$ cat src/rtl/bmdt_pkg.sv
// Package with the shared types and codes of the divider/timer block.
package bmdt_pkg;

  typedef logic [1:0] kind_t;
  typedef logic [1:0] reg_idx_t;
  typedef logic [7:0] byte_t;
  typedef logic [1:0] clk_sel_t;

  localparam kind_t KIND_TICK  = 2'd0;
  localparam kind_t KIND_READ  = 2'd1;
  localparam kind_t KIND_WRITE = 2'd2;

  localparam reg_idx_t REG_DIV  = 2'd0;
  localparam reg_idx_t REG_CNT  = 2'd1;
  localparam reg_idx_t REG_MOD  = 2'd2;
  localparam reg_idx_t REG_CTRL = 2'd3;

  localparam clk_sel_t SEL_DIV_BIT10 = 2'd0;
  localparam clk_sel_t SEL_DIV_BIT4  = 2'd1;
  localparam clk_sel_t SEL_DIV_BIT6  = 2'd2;
  localparam clk_sel_t SEL_DIV_BIT8  = 2'd3;

  localparam int CTRL_EN_BIT = 2;

  localparam logic [15:0] DIV_RESET  = 16'hAB00;
  localparam byte_t       CTRL_RESET = 8'hF8;
  localparam byte_t       CNT_MAX    = 8'hFF;

  localparam logic [2:0] TICK_IRQ      = 3'd4;
  localparam logic [2:0] TICK_RELOAD_A = 3'd5;
  localparam logic [2:0] TICK_RELOAD_B = 3'd6;

  typedef struct packed {
    byte_t read_data;
    logic  timer_interrupt;
  } result_t;

endpackage

$ cat src/rtl/bmdt_if.sv
// Stream interfaces for the input beats and the result beats.
interface bmdt_in_if;
  logic              valid;
  logic              ready;
  bmdt_pkg::kind_t    kind;
  bmdt_pkg::reg_idx_t reg_index;
  bmdt_pkg::byte_t    write_data;

  modport source (output valid, output kind, output reg_index, output write_data,
                  input ready);
  modport sink (input valid, input kind, input reg_index, input write_data,
                output ready);
endinterface

interface bmdt_out_if;
  logic            valid;
  logic            ready;
  bmdt_pkg::byte_t read_data;
  logic            timer_interrupt;

  modport source (output valid, output read_data, output timer_interrupt,
                  input ready);
  modport sink (input valid, input read_data, input timer_interrupt,
                output ready);
endinterface

$ cat src/rtl/bmdt_core.sv
// Timer state registers and the per-beat update and read logic.
module bmdt_core (
  input  logic                clk,
  input  logic                rst_n,
  input  logic                accept,
  input  bmdt_pkg::kind_t     kind,
  input  bmdt_pkg::reg_idx_t  reg_index,
  input  bmdt_pkg::byte_t     write_data,
  output bmdt_pkg::result_t   result
);

  logic [15:0]     divider_r, divider_nxt;
  bmdt_pkg::byte_t counter_r, counter_nxt;
  bmdt_pkg::byte_t modulo_r, modulo_nxt;
  bmdt_pkg::byte_t control_r, control_nxt;
  logic            pending_r, pending_nxt;
  logic [2:0]      ticks_r, ticks_nxt;
  logic            last_bit_r, last_bit_nxt;

  always_comb begin
    logic [2:0] tk;
    logic       sel;
    divider_nxt  = divider_r;
    counter_nxt  = counter_r;
    modulo_nxt   = modulo_r;
    control_nxt  = control_r;
    pending_nxt  = pending_r;
    ticks_nxt    = ticks_r;
    last_bit_nxt = last_bit_r;
    result       = '0;
    tk           = ticks_r + 3'd1;
    sel          = 1'b0;
    case (kind)
      bmdt_pkg::KIND_TICK: begin
        divider_nxt = divider_r + 16'd1;
        if (pending_r) begin
          ticks_nxt = tk;
          if (tk == bmdt_pkg::TICK_IRQ) begin
            result.timer_interrupt = 1'b1;
          end else if (tk == bmdt_pkg::TICK_RELOAD_A) begin
            counter_nxt = modulo_r;
          end else if (tk == bmdt_pkg::TICK_RELOAD_B) begin
            counter_nxt = modulo_r;
            pending_nxt = 1'b0;
            ticks_nxt   = 3'd0;
          end
        end
        case (control_r[1:0])
          bmdt_pkg::SEL_DIV_BIT10: sel = divider_nxt[10];
          bmdt_pkg::SEL_DIV_BIT4:  sel = divider_nxt[4];
          bmdt_pkg::SEL_DIV_BIT6:  sel = divider_nxt[6];
          default:                 sel = divider_nxt[8];
        endcase
        if (control_r[bmdt_pkg::CTRL_EN_BIT] && (sel != last_bit_r)) begin
          if (counter_nxt == bmdt_pkg::CNT_MAX) begin
            pending_nxt = 1'b1;
          end
          counter_nxt  = counter_nxt + 8'd1;
          last_bit_nxt = sel;
        end
      end
      bmdt_pkg::KIND_READ: begin
        case (reg_index)
          bmdt_pkg::REG_DIV: result.read_data = divider_r[15:8];
          bmdt_pkg::REG_CNT: result.read_data = counter_r;
          bmdt_pkg::REG_MOD: result.read_data = modulo_r;
          default:           result.read_data = control_r;
        endcase
      end
      bmdt_pkg::KIND_WRITE: begin
        case (reg_index)
          bmdt_pkg::REG_DIV: divider_nxt = '0;
          bmdt_pkg::REG_CNT: counter_nxt = write_data;
          bmdt_pkg::REG_MOD: modulo_nxt  = write_data;
          default:           control_nxt = write_data;
        endcase
      end
      default: begin
      end
    endcase
  end

  always_ff @(posedge clk) begin
    if (!rst_n) begin
      divider_r  <= bmdt_pkg::DIV_RESET;
      counter_r  <= '0;
      modulo_r   <= '0;
      control_r  <= bmdt_pkg::CTRL_RESET;
      pending_r  <= 1'b0;
      ticks_r    <= '0;
      last_bit_r <= 1'b0;
    end else if (accept) begin
      divider_r  <= divider_nxt;
      counter_r  <= counter_nxt;
      modulo_r   <= modulo_nxt;
      control_r  <= control_nxt;
      pending_r  <= pending_nxt;
      ticks_r    <= ticks_nxt;
      last_bit_r <= last_bit_nxt;
    end
  end

endmodule

$ cat src/rtl/bmdt_out_reg.sv
// Result register that holds one beat for the output channel.
module bmdt_out_reg (
  input  logic              clk,
  input  logic              rst_n,
  input  logic              load,
  input  bmdt_pkg::result_t result,
  output logic              can_load,
  bmdt_out_if.source        out_bus
);

  logic              valid_r, valid_nxt;
  bmdt_pkg::result_t data_r;

  assign can_load  = !valid_r || out_bus.ready;
  assign valid_nxt = load || (valid_r && !out_bus.ready);

  always_ff @(posedge clk) begin
    if (!rst_n) begin
      valid_r <= 1'b0;
    end else begin
      valid_r <= valid_nxt;
    end
  end

  always_ff @(posedge clk) begin
    if (load) begin
      data_r <= result;
    end
  end

  assign out_bus.valid           = valid_r;
  assign out_bus.read_data       = data_r.read_data;
  assign out_bus.timer_interrupt = data_r.timer_interrupt;

endmodule

$ cat src/rtl/bus_mapped_divider_timer_top.sv
// Top level of the bus-mapped divider/counter timer.
// The input channel in_bus carries one beat per tick, bus read or bus write
// (kind, reg_index, write_data). The output channel out_bus returns exactly
// one beat per input beat, in order, with read_data and timer_interrupt.
// Each accepted beat updates the timer state at the clock edge that takes
// it, and its result is loaded into the output register at that same edge.
// Throughput is one beat per cycle while out_bus ready is high; the rate
// is set by the single result register behind the update logic.
// When the receiver stalls, the result register holds its beat and in_bus
// ready stays high only while that register is empty or being drained in
// the same cycle, so no beat is lost or repeated.
// Reset puts the divider at 0xAB00, control at 0xF8 and all other state at
// zero, and empties the result register.
module bus_mapped_divider_timer_top (
  input  logic       clk,
  input  logic       rst_n,
  bmdt_in_if.sink    in_bus,
  bmdt_out_if.source out_bus
);

  logic              accept;
  logic              can_load;
  bmdt_pkg::result_t result;

  assign in_bus.ready = can_load;
  assign accept       = in_bus.valid && can_load;

  bmdt_core u_core (
    .clk        (clk),
    .rst_n      (rst_n),
    .accept     (accept),
    .kind       (in_bus.kind),
    .reg_index  (in_bus.reg_index),
    .write_data (in_bus.write_data),
    .result     (result)
  );

  bmdt_out_reg u_out_reg (
    .clk      (clk),
    .rst_n    (rst_n),
    .load     (accept),
    .result   (result),
    .can_load (can_load),
    .out_bus  (out_bus)
  );

endmodule

$ cat src/flat_wrapper.sv
// flat-port wrapper written by rule: the top's interface ports become plain ports
module bus_mapped_divider_timer_top_flat 
  (clk, rst_n, in_bus_valid, in_bus_kind, in_bus_reg_index, in_bus_write_data, in_bus_ready, out_bus_valid, out_bus_read_data, out_bus_timer_interrupt, out_bus_ready);
  bmdt_in_if in_bus_i ();
  bmdt_out_if out_bus_i ();
  input  logic clk;
  input  logic rst_n;
  input wire logic [$bits(in_bus_i.valid)-1:0] in_bus_valid;
  input wire logic [$bits(in_bus_i.kind)-1:0] in_bus_kind;
  input wire logic [$bits(in_bus_i.reg_index)-1:0] in_bus_reg_index;
  input wire logic [$bits(in_bus_i.write_data)-1:0] in_bus_write_data;
  output wire logic [$bits(in_bus_i.ready)-1:0] in_bus_ready;
  output wire logic [$bits(out_bus_i.valid)-1:0] out_bus_valid;
  output wire logic [$bits(out_bus_i.read_data)-1:0] out_bus_read_data;
  output wire logic [$bits(out_bus_i.timer_interrupt)-1:0] out_bus_timer_interrupt;
  input wire logic [$bits(out_bus_i.ready)-1:0] out_bus_ready;
  assign in_bus_i.valid = in_bus_valid;
  assign in_bus_i.kind = in_bus_kind;
  assign in_bus_i.reg_index = in_bus_reg_index;
  assign in_bus_i.write_data = in_bus_write_data;
  assign in_bus_ready = in_bus_i.ready;
  assign out_bus_valid = out_bus_i.valid;
  assign out_bus_read_data = out_bus_i.read_data;
  assign out_bus_timer_interrupt = out_bus_i.timer_interrupt;
  assign out_bus_i.ready = out_bus_ready;
  bus_mapped_divider_timer_top u_core (.clk(clk), .rst_n(rst_n), .in_bus(in_bus_i), .out_bus(out_bus_i));
endmodule
$ cat config.mk
export PLATFORM = sky130hd
export DESIGN_NAME = bus_mapped_divider_timer_top_flat
export DESIGN_NICKNAME = d
export VERILOG_FILES = /design/src/rtl/bmdt_pkg.sv /design/src/rtl/bmdt_if.sv /design/src/rtl/bmdt_core.sv /design/src/rtl/bmdt_out_reg.sv /design/src/rtl/bus_mapped_divider_timer_top.sv /design/src/flat_wrapper.sv
export SDC_FILE = /design/constraint.sdc
export NUM_CORES = 1
export LEC_CHECK = 0
export BUFFER_PORTS_ARGS = -buffer_cell sky130_fd_sc_hd__buf_2
export CAP_MARGIN = 10
export CORE_UTILIZATION = 40
export CTS_CLUSTER_SIZE = 25
export DETAILED_ROUTE_END_ITERATION = 10
export GPL_ROUTABILITY_DRIVEN = 0
export SKIP_CTS_REPAIR_TIMING = 1
export SYNTH_ARGS = -nofsm -noshare
export SYNTH_HDL_FRONTEND = slang
export SYNTH_SLANG_ARGS = --single-unit
export TNS_END_PERCENT = 1
$ cat constraint.sdc
create_clock -name clk -period 7 [get_ports clk]
set_input_delay 1.05 -clock clk [delete_from_list [all_inputs] [get_ports clk]]
set_output_delay 1.05 -clock clk [all_outputs]
set_load 0.03 [all_outputs]
---- After elaboration in Yosys (flattened, before gate mapping) ----
Index checks and enable logic that the tools add are counted.
operators by class
  add/subtract/negate cells ............... 3
  $mul .................................... 0
  divide/modulo/power cells ............... 0
  order comparisons ....................... 0
  eq/ne operators ......................... 13
  shifts and indexed selects .............. 0
  mux-type cells .......................... 23
  bitwise logic cells ..................... 1
  reduce and logical (&&, ||, !) cells .... 20
operators by type and width
  kind                   count
  $mux 8                 7
  $pmux 16 s2            1
  $pmux 8 s3             1
  $reduce_and 3->1       6
  $add 16x1->16 const B  1
  $mux 16                1
  $pmux 8 s2             1
  $eq 3x3->1 const B     3
  $mux 3                 3
  $add 8x1->8 const B    1
  $eq 8x8->1 const B     1
  $mux 1                 8
  $eq 2x1->1 const B     3
  $eq 2x2->1 const B     3
  $logic_not 2->1        3
  $ne 2x2->1 const B     2
  $reduce_and 2->1       2
  $add 3x1->3 const B    1
  $logic_and 1x1->1      3
  $pmux 1 s3             1
  $reduce_or 3->1        1
  $logic_not 1->1        2
  $logic_or 1x1->1       2
  $reduce_bool 2->1      1
  other kinds (2)        2
word-level totals
  register bits ........................... 55
  bits in latches ......................... 0
  memory bits (writable) .................. 0
  ROM bits ................................ 0
  input port bits ......................... 16
  output and inout port bits .............. 11
  logic and storage cells ................. 70
  memories ................................ 0

---- Logic depth before layout (Yosys ltp) ----
Gate-level depths: netlist of the first run.
  depth after elaboration ................. 10
  mapped depth ............................ 14
  depth with buffers taken out ............ 13

---- Modules after synthesis ----
Synthesis of the first run repeated with hierarchy kept, for this count alone.
second synthesis, totals
  cells, all modules ...................... 352
  area total of the unflattened synthesis .. 3215.6 um2
modules (own cells, without submodules)
  module                        times used  cells an instance  area an instance (um2)  sequential area each (um2)
  bmdt_core                     1           338                2890.3                  900.9
  bmdt_out_reg                  1           13                 319.1                   290.3
  bus_mapped_divider_timer_top  1           1                  6.3                     0.0

---- Worst setup path after synthesis of the first run ----
OpenSTA, ideal clock, no wires.
  kind .................................... input to register
  start ................................... in out_bus_ready
  end ..................................... reg u_core.u_core.modulo_r[7]
  setup time .............................. 0.128 ns
  arrival time ............................ 2.862 ns
  data required time ...................... 6.872 ns
  slack ................................... 4.011 ns
  stages on the path ...................... 7
  path buffers ............................ 1
  cells stage by stage .................... nand2b_1 -> and2_1 -> clkbuf_1 -> nand3_1 -> nor2_1 -> mux2i_1 -> nor2_1
between the ends
  cells in the longest elaborated chain, start to end .. 3
ends and longest elaborated chain
  what                               line                                text
  from (decl)                        flat_wrapper.sv:16                  input wire logic [$bits(out_bus_i.ready)-1:0] out_bus_ready;
  $logic_or 1x1->1                   bmdt_out_reg.sv:14                  assign can_load = !valid_r || out_bus.ready;
  $logic_and 1x1->1                  bus_mapped_divider_timer_top.sv:26  assign accept = in_bus.valid && can_load;
  named net u_core.accept            bus_mapped_divider_timer_top.sv:21  logic accept;
  $reduce_and 3->1 (no source line)  --
  to (signal assigned)               bmdt_core.sv:95                     modulo_r <= modulo_nxt;
  to (decl)                          bmdt_core.sv:14                     bmdt_pkg::byte_t modulo_r, modulo_nxt;
The timed path passes the listed nets, and every way through them passes these cells.
A chain may end at the register's enable or synchronous reset.

---- Final worst setup path of the first run ----
  start ................................... in out_bus_ready
  end ..................................... reg u_core.u_core.modulo_r[7]
between the ends
  cells in the longest elaborated chain, start to end .. 3
ends and longest elaborated chain
  what                               line
  $logic_or 1x1->1                   bmdt_out_reg.sv:14
  $logic_and 1x1->1                  bus_mapped_divider_timer_top.sv:26
  $reduce_and 3->1 (no source line)  --
No other way between the ends.

==> results_dict.tcl, run 1 <==
set metrics [dict create \
    synth_area_per_cell_um2 8.93 \
    relSlewSlack_pct 42.2 \
    dp_hpwl_mm 5.66 \
    fmax_mhz 365 \
    fin_crit_ps 2740 \
    syn_inst 345 \
    yosysUniqueCellTypes 50 \
    final_cell_area_um2 3400 \
    async_flop_share_pct 0 \
    multi_input_comb_area_um2 1800 \
    cts_buffers 5 \
    wirelength_mm 7.77 \
    finalCritPeriodShare_pct 39.1 \
    hold_class "reg2reg" \
    yosysWarnings 0 \
    outcome "finished, final reports clean" \
    timing.rr.start "u_core.u_core.ticks_r[0]$_SDFFE_PN0P_" \
    std_cell_rows 31 \
    syn_nets 367 \
    hold_ws_ps 497 \
    dieArea_um2 8060 \
    rsz0062_at_grt "false" \
    setup_viol 0 \
    yosysTopAreaCellShare_pct 29.9 \
    grt_overflow 0 \
    synth_area_leaders "dfxtp_1, edfxtp_1, mux4_2" \
    synth_top_area_cell "dfxtp_1" \
    drt_first_iter_violations 142 \
    cpMaxStageDelayCell "and2_1" \
    htree_levels 2 \
    antenna_cells 0 \
    place_area_um2 3290 \
    grt_pass1_vias 2489 \
    via_count 2679 \
    slowest_delay_ps 500 \
    grt_pass1_wl_mm 12.8 \
    io_pins 27 \
    critPathArrivalTime_ps 2910 \
    placement.io_buffers 26 \
    startpoint_type "primary input" \
    synth-edff-count 9 \
    register_area_um2 1190 \
    clk_latency_ps 310 \
    synth_ff_type "dfxtp_1" \
    r2r_cells 13 \
    hp-start "u_core.u_core.ticks_r[2]$_SDFFE_PN0P_" \
    maxCapViolCount 0 \
    drc 0 \
    synth-seq-cells 55 \
    critical_path.reg2reg.endpoint "u_core.u_core.counter_r[6]$_SDFFE_PN0P_" \
    worstMarginPinSlew_ps 867 \
    drive_gt1_share_pct 15.0 \
    whs_endpoint "u_core.u_core.ticks_r[2]$_SDFFE_PN0P_" \
    core-area_um2 7330 \
    whs_path_depth 2 \
    clk_pin_slew_worst_paths_ps 100 \
    cts_tree "yes" \
    final_core_util_pct 46.4 \
    path_cells "buf_2, nand2b_1, and2_1, nand3_1, nor2_1, mux2i_1, nor2_1" \
    power_density_nw_per_um2 180 \
    grtUsageTotal_pct 19.9 \
    finalClockSkew_ps 6.97 \
    avgViaCountPerCell 5.76 \
    crit_fanout 14 \
    crit_top_cell "nor2_1" \
    clockBufferDepth 2 \
    r2r_slack_ps 4280 \
    grt_max_degree 25 \
    hold_viol 0 \
    numClockSinks 55 \
    vdd_drop_max_uv 68.8 \
    initial_core_util_pct 42.0 \
    root_buffer "clkbuf_8" \
    fin_setup_tns_ps 0 \
    routedWlPerCell_um 16.7 \
    worstPathRequired_ps 7180 \
    worstSetupEndpointType "register" \
    slew_viol_final 0 \
    firstDrtPassIters 4 \
    antenna_found_initial 0 \
    dieHeight_um 89.8 \
    n_fill_cell 731 \
    die_w_um 89.8 \
    syn_to_final_growth_pct 10.3 \
    critPathKind "in2reg" \
    netlist_area_um2 3080 \
    ant_nets 0 \
    fin_nets 387 \
    leakagePower_nw 1.22 \
    yosysSeqAreaShare_pct 38.7 \
]
==> per-stage QoR <==
stage	worst slack, ps	power (mW)	instances
2_1_floorplan	4010	0.385	345
3_3_place_gp	4030	0.406	457
3_5_place_dp	3940	0.406	457
4_1_cts	4270	0.615	465
5_1_grt	4050	0.635	465
6_report	4260	0.611	465
==> metal layers <==
| metal | global-route usage, % | vias up | wire length, µm |
|---|---|---|---|
| li1 | - | 1303 | - |
| met1 | 26.4 | 1285 | 3620 |
| met2 | 32.5 | 77 | 3550 |
| met3 | 3.55 | 14 | 424 |
| met4 | 6.97 | 0 | 175 |
| met5 | 0 | - | 0 |
==> kinds of logic (layout without fill, tap and decap cells) <==
logic type	count (synthesis)	in the layout	synth area share, %
AOI/OAI and AO/OA	78	78	15.9
xor gates and xnor gates	15	15	4.26
adders and majority gates	6	6	2.44
buffers and inverters	24	45	2.96
DFF	55	55	38.7
muxes	28	28	12.5
and+or+nand+nor	139	139	23.3
==> sequential cells by signal (all words and copies together), names as in the netlist, 3 cells and up <==
| register | count |
|---|---|
| u_core.u_core.control_r | 8 |
| u_core.u_core.counter_r | 8 |
| u_core.u_core.divider_r | 16 |
| u_core.u_core.modulo_r | 8 |
| u_core.u_core.ticks_r | 3 |
| u_core.u_out_reg.out_bus.read_data | 8 |
==> worst max-delay path by stage <==
stage,from,to,slack (ps),cells past startpoint
2_1_floorplan,out_bus_ready,u_core.u_core.modulo_r[7]$_SDFFE_PN0P_,4010,7
3_3_place_gp,out_bus_ready,u_core.u_core.modulo_r[7]$_SDFFE_PN0P_,4030,7
3_5_place_dp,out_bus_ready,u_core.u_core.modulo_r[7]$_SDFFE_PN0P_,3940,7
4_1_cts,out_bus_ready,u_core.u_core.modulo_r[7]$_SDFFE_PN0P_,4270,7
5_1_grt,out_bus_ready,u_core.u_core.modulo_r[7]$_SDFFE_PN0P_,4050,7
6_report,out_bus_ready,u_core.u_core.modulo_r[7]$_SDFFE_PN0P_,4260,7
==> cells in the final DEF, fill, tap and decap left out, types with 5 or more instances in the layout <==
master and n:
ha_1 6, nor2_1 34, nand2b_1 5, o21ai_0 22, nand2_1 32, nor2b_1 12, edfxtp_1 9, a31oi_1 6
nand4_1 12, o211ai_1 8, clkbuf_8 5, buf_2 26, dfxtp_1 46, xor2_1 7, inv_1 9, mux4_2 8
mux2i_1 16, and3_1 5, xnor2_1 8, nand3_1 16, a21oi_1 24
==> worst max-delay path, delay by kind of cell <==
family                 cells  cell delay (ps)
buffers and inverters      1               70
muxes                      1              250
and+or+nand+nor            5             1540
==> Yosys cell counts (3+ instances only) <==
cell type,instances
mux2i_1,16
a31oi_1,6
or3_1,3
nand3_1,16
mux4_2,8
clkbuf_1,13
and3_1,5
mux2_2,4
ha_1,6
nand4_1,12
nand2_1,32
o21ai_0,22
nand2b_1,5
xor2_1,7
edfxtp_1,9
a21oi_1,24
nor2_1,34
dfxtp_1,46
xnor2_1,8
nor2b_1,12
and4_1,3
nor3_1,3
o211ai_1,8
inv_1,9
==> area by class of cell <==
type                       count  area share (%)
clock inverter                 1           0.884
clock buffer                   7            2.25
multi-input combinational    266            52.9
timing repair buffer          28            4.27
sequential                    55            35.1
tap                           99            3.65
inverter                       9           0.994
==> power by group <==
part | leakage [nW] | internal [mW] | total [mW] | switching [mW]
registers | 0.463 | 0.329 | 0.336 | 0.00642
logic | 0.702 | 0.0234 | 0.0640 | 0.0406
clock network | 0.0524 | 0.107 | 0.211 | 0.104
total | 1.22 | 0.460 | 0.611 | 0.151
Note: power is estimated with default switching activity, not from simulation.
==> run 2: changes to the inputs <==
==> constraint.sdc (replaced) <==
create_clock -name clk -period 2.8 [get_ports clk]
set_input_delay 0.42 -clock clk [delete_from_list [all_inputs] [get_ports clk]]
set_output_delay 0.42 -clock clk [all_outputs]
set_load 0.03 [all_outputs]
==> run 2 against run 1 <==
Total power rose by 140%. Setup slack got worse by 4000 ps. Critical endpoint is now u_core.u_core.counter_r[1]$_SDFFE_PN0P_. Flip-flop and latch count did not move. Critical path depth rose by 1. Die area did not move. Wire length rose by 1.5%. First-iteration DRC count rose by 42%. Sequential power rose by 150%. Critical path type is now reg2reg. Count of clock-buffer cells in the layout fell by 2. Register-to-register slack got worse by 4100 ps. Final cell count rose by 1.7%.
==> results_dict.tcl, run 2 (synthesis results as in run 1) <==
set metrics [dict create \
    outcome "finished, final reports clean" \
    critPathArrivalTime_ps 2830 \
    grt_pass1_wl_mm 12.9 \
    clockBufferDepth 2 \
    dp_cells 465 \
    r2r_cells 8 \
    syn_to_final_growth_pct 11.9 \
    firstDrtPassIters 4 \
    multi_input_comb_area_um2 1800 \
    std_cell_rows 31 \
    cts_tree "yes" \
    setup_viol 0 \
    relSlewSlack_pct 40.0 \
    maxCapViolCount 0 \
    hp-start "in_bus_write_data[5]" \
    dp_hpwl_mm 5.84 \
    placement.io_buffers 26 \
    final_core_util_pct 47.0 \
    r2r_slack_ps 230 \
    drive_gt1_share_pct 17.4 \
    critPathKind "reg2reg" \
    numClockSinks 55 \
    ant_nets 0 \
    finalClockSkew_ps 11.9 \
    critical_path.reg2reg.endpoint "u_core.u_core.counter_r[1]$_SDFFE_PN0P_" \
    final_common_cell "dfxtp_1" \
    slew_viol_final 0 \
    fin_crit_ps 2570 \
    antenna_found_initial 0 \
    timing.rr.start "u_core.u_core.divider_r[0]$_SDFFE_PN0P_" \
    grt_overflow 0 \
    io_pins 27 \
    clk_latency_ps 320 \
    layout_common_cells "dfxtp_1, nor2_1, nand2_1" \
    worstMarginPinSlew_ps 900 \
    vdd_drop_max_uv 182 \
    grtUsageTotal_pct 20.1 \
    drt_first_iter_violations 202 \
    crit_fanout 6 \
    finalCritPeriodShare_pct 91.9 \
    root_buffer "clkbuf_8" \
    dp_slack_ps 281 \
    path_cells "ha_1, nand2_1, o31a_1, or3_4, a31oi_2, nand3_2, a221o_1, a31oi_1" \
    worstSetupEndpointType "register" \
    core-area_um2 7330 \
    drc 0 \
    startpoint_type "register" \
    dieArea_um2 8060 \
    avgViaCountPerCell 5.66 \
    grt_pass1_vias 2541 \
    n_fill_cell 734 \
    worstPathRequired_ps 3060 \
    hold_viol 0 \
    fin_cells 473 \
    grt_max_degree 25 \
    largest-register "u_core.u_core.divider_r" \
    wirelength_mm 7.89 \
    routedWlPerCell_um 16.7 \
    total_power_mw 1.46 \
    whs_path_depth 3 \
    fin_nets 395 \
    cpMaxStageDelayCell "dfxtp_1" \
    die_w_um 89.8 \
    slowest_delay_ps 390 \
    fin_setup_tns_ps 0 \
    hold_class "in2reg" \
    layout_setup_ws_ps 227 \
    fmax_mhz 389 \
    initial_core_util_pct 42.0 \
    register_area_um2 1190 \
    htree_levels 2 \
    clk_pin_slew_worst_paths_ps 110 \
    startpoint "u_core.u_core.divider_r[0]$_SDFFE_PN0P_" \
    via_count 2675 \
    rsz0062_at_grt "false" \
    cts_buffers 5 \
    largest_reg_flops 16 \
    dieHeight_um 89.8 \
    whs_endpoint "u_core.u_core.control_r[5]$_SDFFE_PN1P_" \
    power_density_nw_per_um2 424 \
    leakagePower_nw 1.25 \
    antenna_cells 0 \
]
==> run 2: power breakdown <==
| group | internal [mW] | switching [mW] |
|---|---|---|
| Clock | 0.180 | 0.278 |
| Sequential | 0.823 | 0.0163 |
| Combinational | 0.0627 | 0.102 |
==> run 2: metal layers <==
layer / GRT usage, % / part of all wire (%) / routed length [µm] / vias up
met4: 7.38 / 2.6 / 204 / 0
met3: 3.64 / 5.5 / 432 / 15
met2: 32.5 / 46 / 3600 / 77
li1: - / - / - / 1328
met5: 0 / 0 / 0 / -
met1: 26.8 / 46 / 3650 / 1255
==> run 2: stage by stage <==
step	cell area, µm²	hold WS (ps)
floorplan	3080	439
global placement	3350	457
detailed placement	3350	469
CTS	3450	341
global route	3450	351
finish	3450	344
==> run 2: worst max path at each step <==
stage,end,slack (ps),depth (start not counted)
3_5_place_dp,u_core.u_core.counter_r[6]$_SDFFE_PN0P_,280,11
6_report,u_core.u_core.counter_r[1]$_SDFFE_PN0P_,230,8
3_3_place_gp,u_core.u_core.counter_r[1]$_SDFFE_PN0P_,360,8
2_1_floorplan,u_core.u_core.counter_r[6]$_SDFFE_PN0P_,100,13
4_1_cts,u_core.u_core.counter_r[6]$_SDFFE_PN0P_,240,11
5_1_grt,u_core.u_core.counter_r[1]$_SDFFE_PN0P_,30,8
==> run 2: area by class of cell <==
| cell class | count | area share [%] |
|---|---|---|
| Timing Repair Buffer | 36 | 5.95 |
| Clock buffer | 5 | 2.00 |
| Clock inverter | 3 | 0.726 |
| Inverter | 9 | 0.980 |
| Tap cell | 99 | 3.59 |
| Sequential cell | 55 | 34.6 |
| Multi-Input combinational cell | 266 | 52.2 |
==> run 2: critical path: cells and delay by family, from the launching register on <==
kind	cells	cell delay [ps]
AO/OA/AOI/OAI	4	1170
adder cells (fa/ha/maj)	1	290
flip-flops	1	390
AND/OR/NAND/NOR	3	670
